File: config.mk
export PLATFORM = sky130hd
export DESIGN_NAME = sbc_clip
export DESIGN_NICKNAME = d
export VERILOG_FILES = /design/src/rtl/sbc_pkg.sv /design/src/rtl/sbc_clip.sv
export SDC_FILE = /design/constraint.sdc
export NUM_CORES = 1
export LEC_CHECK = 0
export ABC_AREA = 1
export BUFFER_PORTS_ARGS = -buffer_cell sky130_fd_sc_hd__buf_2
export CORE_UTILIZATION = 56
export DETAILED_ROUTE_END_ITERATION = 12
export MAX_ROUTING_LAYER = met4
export PLACE_DENSITY = 0.82
export SYNTH_ARGS = -nofsm -noshare
export SYNTH_HDL_FRONTEND = slang
export SYNTH_SLANG_ARGS = --single-unit
export TNS_END_PERCENT = 1
File: constraint.sdc
create_clock -name vclk -period 4.9
set_input_delay 0.98 -clock vclk [all_inputs]
set_output_delay 0.98 -clock vclk [all_outputs]
set_load 0.02 [all_outputs]
File: src/rtl/sbc_pkg.sv
// ----------------------------------------------------------------------------
// sbc_pkg: shared definitions for the sprite blitter
// Matrix and image store sizes, command and status codes, register indexes
// and the clipping summary that the clip unit hands to the sequencer.
// ----------------------------------------------------------------------------
package sbc_pkg;

  // Matrix and image store geometry. IMAGE_BYTES must be a power of two, so
  // that image addresses wrap by dropping high bits.
  localparam int MATRIX_WIDTH  = 32;
  localparam int MATRIX_HEIGHT = 16;
  localparam int IMAGE_BYTES   = 1024;

  localparam int COL_W  = $clog2(MATRIX_WIDTH);
  localparam int ROW_W  = $clog2(MATRIX_HEIGHT);
  localparam int IMG_AW = $clog2(IMAGE_BYTES);

  // Signed width used for the clipping arithmetic on 11-bit positions.
  localparam int CLIP_W = 12;

  // Dots per packed byte, the mask for the dot within a byte and its MSB.
  localparam int          DOTS_PER_BYTE = 8;
  localparam logic [2:0]  DOT_MASK      = 3'h7;
  localparam logic [2:0]  DOT_MSB       = 3'd7;

  // Command codes carried in the mode field.
  localparam logic [1:0] MODE_LOAD   = 2'd0;
  localparam logic [1:0] MODE_RENDER = 2'd1;
  localparam logic [1:0] MODE_READ   = 2'd2;
  localparam logic [1:0] MODE_WRITE  = 2'd3;

  // Status codes.
  localparam logic [1:0] ST_OK           = 2'd0;
  localparam logic [1:0] ST_PACKED_WIDTH = 2'd1;
  localparam logic [1:0] ST_OFF_MATRIX   = 2'd2;

  // Configuration register indexes.
  localparam logic [1:0] REG_SPRITE_WIDTH  = 2'd0;
  localparam logic [1:0] REG_SPRITE_HEIGHT = 2'd1;
  localparam logic [1:0] REG_DOT_FORMAT    = 2'd2;

  // Dot format codes.
  localparam logic FMT_BYTE   = 1'b0;
  localparam logic FMT_PACKED = 1'b1;

  // Result of clipping one render request against the matrix.
  typedef struct packed {
    logic [1:0]       status;     // code to report; nonzero means no drawing
    logic             empty;      // degenerate rectangle, nothing to visit
    logic [COL_W-1:0] col_first;
    logic [COL_W-1:0] col_last;
    logic [ROW_W-1:0] row_first;
    logic [ROW_W-1:0] row_last;
    logic [7:0]       dc_first;   // sprite column of the first visited dot
    logic [7:0]       dr_first;   // sprite row of the first visited dot
  } clip_t;

endpackage

File: src/rtl/sbc_clip.sv
// ----------------------------------------------------------------------------
// sbc_clip: sprite rectangle clipping
// Checks a render request and clips the sprite rectangle to the matrix,
// giving the visited row and column range and the starting sprite offsets.
// ----------------------------------------------------------------------------
module sbc_clip (
  input  logic                 fmt,
  input  logic [7:0]           width,
  input  logic [7:0]           height,
  input  logic signed [10:0]   x,
  input  logic signed [10:0]   y,
  output sbc_pkg::clip_t       clip
);
  import sbc_pkg::*;

  localparam logic signed [CLIP_W-1:0] XMAX = CLIP_W'(MATRIX_WIDTH - 1);
  localparam logic signed [CLIP_W-1:0] YMAX = CLIP_W'(MATRIX_HEIGHT - 1);
  localparam logic signed [CLIP_W-1:0] ONE  = CLIP_W'(1);
  localparam logic signed [CLIP_W-1:0] ZERO = '0;

  logic signed [CLIP_W-1:0] xs, ys, ws, hs, r1, b1, cs, ce, rs, re, dc, dr;
  logic                     off_matrix;

  always_comb begin
    xs = {{(CLIP_W-11){x[10]}}, x};
    ys = {{(CLIP_W-11){y[10]}}, y};
    ws = {{(CLIP_W-8){1'b0}}, width};
    hs = {{(CLIP_W-8){1'b0}}, height};
    r1 = xs + ws - ONE;
    b1 = ys + hs - ONE;

    off_matrix = !(r1 >= ZERO && xs <= XMAX && b1 >= ZERO && ys <= YMAX);

    cs = (xs < ZERO) ? ZERO : xs;
    ce = (r1 > XMAX) ? XMAX : r1;
    rs = (ys < ZERO) ? ZERO : ys;
    re = (b1 > YMAX) ? YMAX : b1;
    dc = cs - xs;
    dr = rs - ys;

    if (fmt == FMT_PACKED && (width[2:0] & DOT_MASK) != 3'd0) begin
      clip.status = ST_PACKED_WIDTH;
    end else if (off_matrix) begin
      clip.status = ST_OFF_MATRIX;
    end else begin
      clip.status = ST_OK;
    end
    clip.empty     = (ce < cs) || (re < rs);
    clip.col_first = COL_W'(cs);
    clip.col_last  = COL_W'(ce);
    clip.row_first = ROW_W'(rs);
    clip.row_last  = ROW_W'(re);
    clip.dc_first  = 8'(dc);
    clip.dr_first  = 8'(dr);
  end

endmodule
== Yosys cells after proc, flatten, opt, wreduce, memory -nomap -nowiden ==
Cells that the tools add are included.

* Register bits after elaboration: 0
* Bits in latches: 0
* Memory bits (writable): 0
* Bits in read-only memories: 0
* Bits of input ports: 39
* Memories: 0

* Add/sub/neg operators: 6
* Multipliers: 0
* Div/mod/pow operators: 0
* Magnitude comparators: 10
* Eq/ne operators: 0
* Shifts and indexed selects: 0
* Multiplexer cells: 6
* Bitwise operators: 0
* Reduce and logical (&&, ||, !) cells: 6

{| class="wikitable"
|+ Operator list
! cell !! count
|-
| 2-to-1 mux 12 bit || 4
|-
| adder 11 x 9 -> 12 bit || 2
|-
| >= comparator 12 x 1 -> 1 bit (second input constant) || 2
|-
| < comparator 12 bit || 2
|-
| subtractor 12 x 2 -> 12 bit (second input constant) || 2
|-
| < comparator 11 x 1 -> 1 bit (second input constant) || 2
|-
| subtractor 8 bit || 2
|-
| > comparator 12 x 5 -> 1 bit (second input constant) || 1
|-
| > comparator 12 x 6 -> 1 bit (second input constant) || 1
|-
| less-or-equal comparator 11 x 5 -> 1 bit (second input constant) || 1
|-
| less-or-equal comparator 11 x 6 -> 1 bit (second input constant) || 1
|-
| logical AND 1 bit || 4
|-
| 2-to-1 mux 2 bit || 2
|-
| nonzero test 3 bit || 1
|-
| logical OR 1 bit || 1
|}

== Depth between registers and ports, before layout ==
* Depth in word-level cells: 8
* Gate-level depth with buffers: 26
* Gate-level depth less buffers: 26

== Worst setup path after synthesis ==
OpenSTA, ideal clock, no wires.

* Kind: input -> output
* Start: input port y[1]
* End: output port clip[34] (netlist name)
* Data arrival time: 3.814 ns
* Data required time: 3.920 ns
* Setup slack: 0.106 ns
* Stages on the path: 24
* Path buffers: 0
* Path through: inv_1 > ha_1 > inv_1 > ha_1 > fa_1 > nand3_1 > nand2_2 > nand2_1 > nand2_1 > nor2_1 > nand3_2 > nor2_2 > nand2_1 > nand2_2 > inv_2 > or2_2 > ha_1 > nand2_1 > nand2_1 > nand2_1 > nand2_1 > nand2_1 > a21oi_1 > nand2_1

{| class="wikitable"
|+ RTL lines
! what !! line !! source
|-
| start: declaration || sbc_clip.sv:11 || <nowiki>input logic signed [10:0] y,</nowiki>
|-
| end: declaration || sbc_clip.sv:12 || <nowiki>output sbc_pkg::clip_t clip</nowiki>
|}

==> results summary <==
The worst hold path terminates at clip[35]. The critical path launch point type is a primary input. The floorplan has 24 rows. For this run, the detailed router's first-pass iteration total came to 10.

The register area share after synthesis is 0%. The fmax came out at 192 MHz. The share of synthesized cell area in full adder, half adder and majority cells is 30.4%. The tightest slew margin relative to the limit came out at 52.3%. The area growth from synthesis to layout came out at 47.3%.

The final RePlAce weighted congestion came out at 0.930. The fraction of post-synthesis cell area in the top cell type by area came out at 28.9%. In the synthesized netlist, the cells that appear most often are nand2_1, inv_1, ha_1, nor2_1, nand3_1. The post-detailed-route via-to-cell ratio came out at 5.41.

The critical path is of the primary input to output pin type. Of all nets on the critical path, the largest fanout is 7. The first global-routing pass estimated 13700 um of wire. The area after detailed placement is 3500 sq um. The worst path arrival time came out at 4230 ps.

The average cell area after synthesis is 5.55 sq um. The cell count of the worst hold path came out at 4. The final reports fail on DRC, setup timing. The total half-perimeter wirelength after legalization and detailed placement came out at 6710 um. 0 antenna diodes ended up in the layout. Across the VDD grid, the largest voltage drop is 0.000157 V. The worst setup path is captured at an output pin.

The number of global-route vias before repair came out at 3120. The chip height is 71.3 um. Internal power comes to 327 uW. The startpoint identified for the worst hold timing path is fmt. The number of top-level design ports is 76. The count of hold-fix buffers inserted at cts is 0. The chip width came out at 71.3 um. Setup repair after global routing could not meet its margin everywhere.

The power per unit of standard cell area is 191 nW/um^2. The class of the tightest hold or removal check is primary input to output pin. At the worst endpoint, the required time is 3920 ps. The simple-gate portion of the synthesized area is 37.2%. Multiplexer cells account for 0% of the synthesized area.

The count of fill cells added during filler insertion is 251. The area of the die is 5080 sq um. The setup total negative slack is -314 ps. The number of clock-tree buffers in the layout came out at 0. The fraction of power spent switching nets is 56.8%. The total grt overflow is 0. The number of maximum-capacitance violations is 0. The post-route cell area is 3960 sq um.

The final layout net count came out at 725. The run finished, with violations left. The pin count of the biggest net entering global routing is 15.

The library cell with the highest instance count after synthesis is nand2_1. The layout sequential cell count came out at 0. The library cell occupying the most area in the post-synthesis netlist is ha_1. The static power due to leakage is 2.38 nW. The floorplan step defined a core boundary enclosing 4470 sq um. The remaining antenna violation count after routing is 0. The combinational family with the most area after synthesis is simple AND/OR/NAND/NOR gates. The combinational fraction of design power came out at 100.0%. The per-cell routed wire length came out at 14.6 um. The total standard cell area after synthesis came out at 2690 sq um. The switching power summed over all nets is 429 uW. The number of violations reported at the end of detailed-routing iteration 0 is 292. The transition time of the tightest slew-check pin is 709 ps. The setup violation total in the final timing report came out at 1. The number of standard cells after synthesis came out at 484. The total number of yosys warnings is 0. The initial core utilization came out at 60.1%. The number of nets produced by synthesis is 587. The sequential cell area is 0 sq um. The post-detailed-routing wire length is 9840 um.

For this run, design rule violations remaining after detail routing come to 9. The routed layout has 3634 vias. The overall routing resource usage came out at 34.2%. The initial antenna violation count is 0.

The max-slew violation count came to 0. The number of buffers added on ports is 76. The smallest setup slack after layout came out at -314 ps. The portion of the clock cycle consumed by the worst path in the final layout is 106%. The distinct cell type count after synthesis is 29. The xor/xnor share of the synthesized area came out at 4.89%. The smallest hold slack came out at 2310 ps.

In this run, the clock network consumes 0% of the power. The number of hold violations in the final report came out at 0. The share of total power dissipated in sequential elements is 0%.

The proportion of layout cells with a drive suffix above 1 came out at 35.3%. By area the synthesized netlist is led by ha_1, nand2_1, inv_1. The synthesized-area fraction occupied by ao, oa, aoi and oai cells is 8.29%.

The post-layout minimum cycle time came out at 5210 ps.
[worst max-delay path, stage by stage]
cell      delay [ps]
buf_2            120
inv_1            130
ha_1             250
inv_1            100
ha_4             220
nand2_1          120
inv_1             80
a21oi_2          190
nand3_1          140
nand2_2          110
nand2_1           70
nor2_1           160
nand2_1           80
nand2_2          110
inv_4             60
buf_4            130
buf_4            130
nor2_1           120
ha_1             190
nand3_2          100
o211ai_1         200
inv_1             80
a21oi_2          170
nand2_1           80
buf_6            130
[power by group through the flow]
stage / clock network, mW / registers (mW) / logic (mW)
after floorplan: 0 / 0 / 0.386
after global placement: 0 / 0 / 0.575
after detailed placement: 0 / 0 / 0.590
after CTS: 0 / 0 / 0.644
after global routing: 0 / 0 / 0.818
final: 0 / 0 / 0.756
[timing repair]
action | CTS | global route
resized for setup | 45 | 39
endpoints found under the setup margin | 1 | 1
buffers inserted | 4 | 7
pin swaps | 21 | 33
[through the flow]
stage               setup WS, ps  power, mW  utilization (%)  std cells
floorplan                    106      0.386                -        484
global placement            -314      0.575             78.3        661
detailed placement          -331      0.590             78.3        661
CTS                        -5.98      0.644             83.3        665
global route                -343      0.818             88.5        672
finish                      -314      0.756             88.5        672
[cells by family after synthesis]
kind of cell	after synthesis
XOR/XNOR	15
AND/OR/NAND/NOR	232
adder cells (fa/ha/maj)	64
buffers and inverters	136
AO/OA/AOI/OAI	37
[layout by cell type, fill, tap and decap left out, types with 2 or more instances in the layout]
cell type,n
nand4_1,7
ha_1,46
inv_1,121
nor2_1,33
ha_4,14
a21oi_2,11
buf_2,73
nand3_2,6
xor2_1,8
xnor2_1,7
nor3_1,6
a21oi_1,11
inv_4,4
fa_2,2
inv_2,7
nand2_4,3
o21ai_0,7
a21oi_4,2
nand3_1,27
or2_4,4
nand2_1,121
ha_2,2
nor2_2,5
buf_4,62
nand2_2,16
buf_6,3
[worst max path at each step]
stage / startpoint / endpoint / slack (ps) / depth (start not counted)
2_1_floorplan: y[1] / clip[34] / 110 / 24
3_3_place_gp: x[1] / clip[34] / -310 / 25
3_5_place_dp: x[1] / clip[34] / -330 / 25
4_1_cts: width[1] / clip[34] / -6 / 24
5_1_grt: y[1] / clip[34] / -340 / 26
6_report: y[7] / clip[34] / -310 / 25
[layout make-up]
type	count	area (sq um)	share of cell area, %
multi-input combinational	348	2500	63.3
timing repair buffer	139	880	22.2
inverter	133	509	12.9
tap	52	65.1	1.64
[per-layer routing]
layer	wire length [um]	track usage [%]
met1	3980	45.3
met2	4660	59.0
met5	0	-
met3	866	1.69
met4	335	4.44
Power figures use the tool's default switching activity.
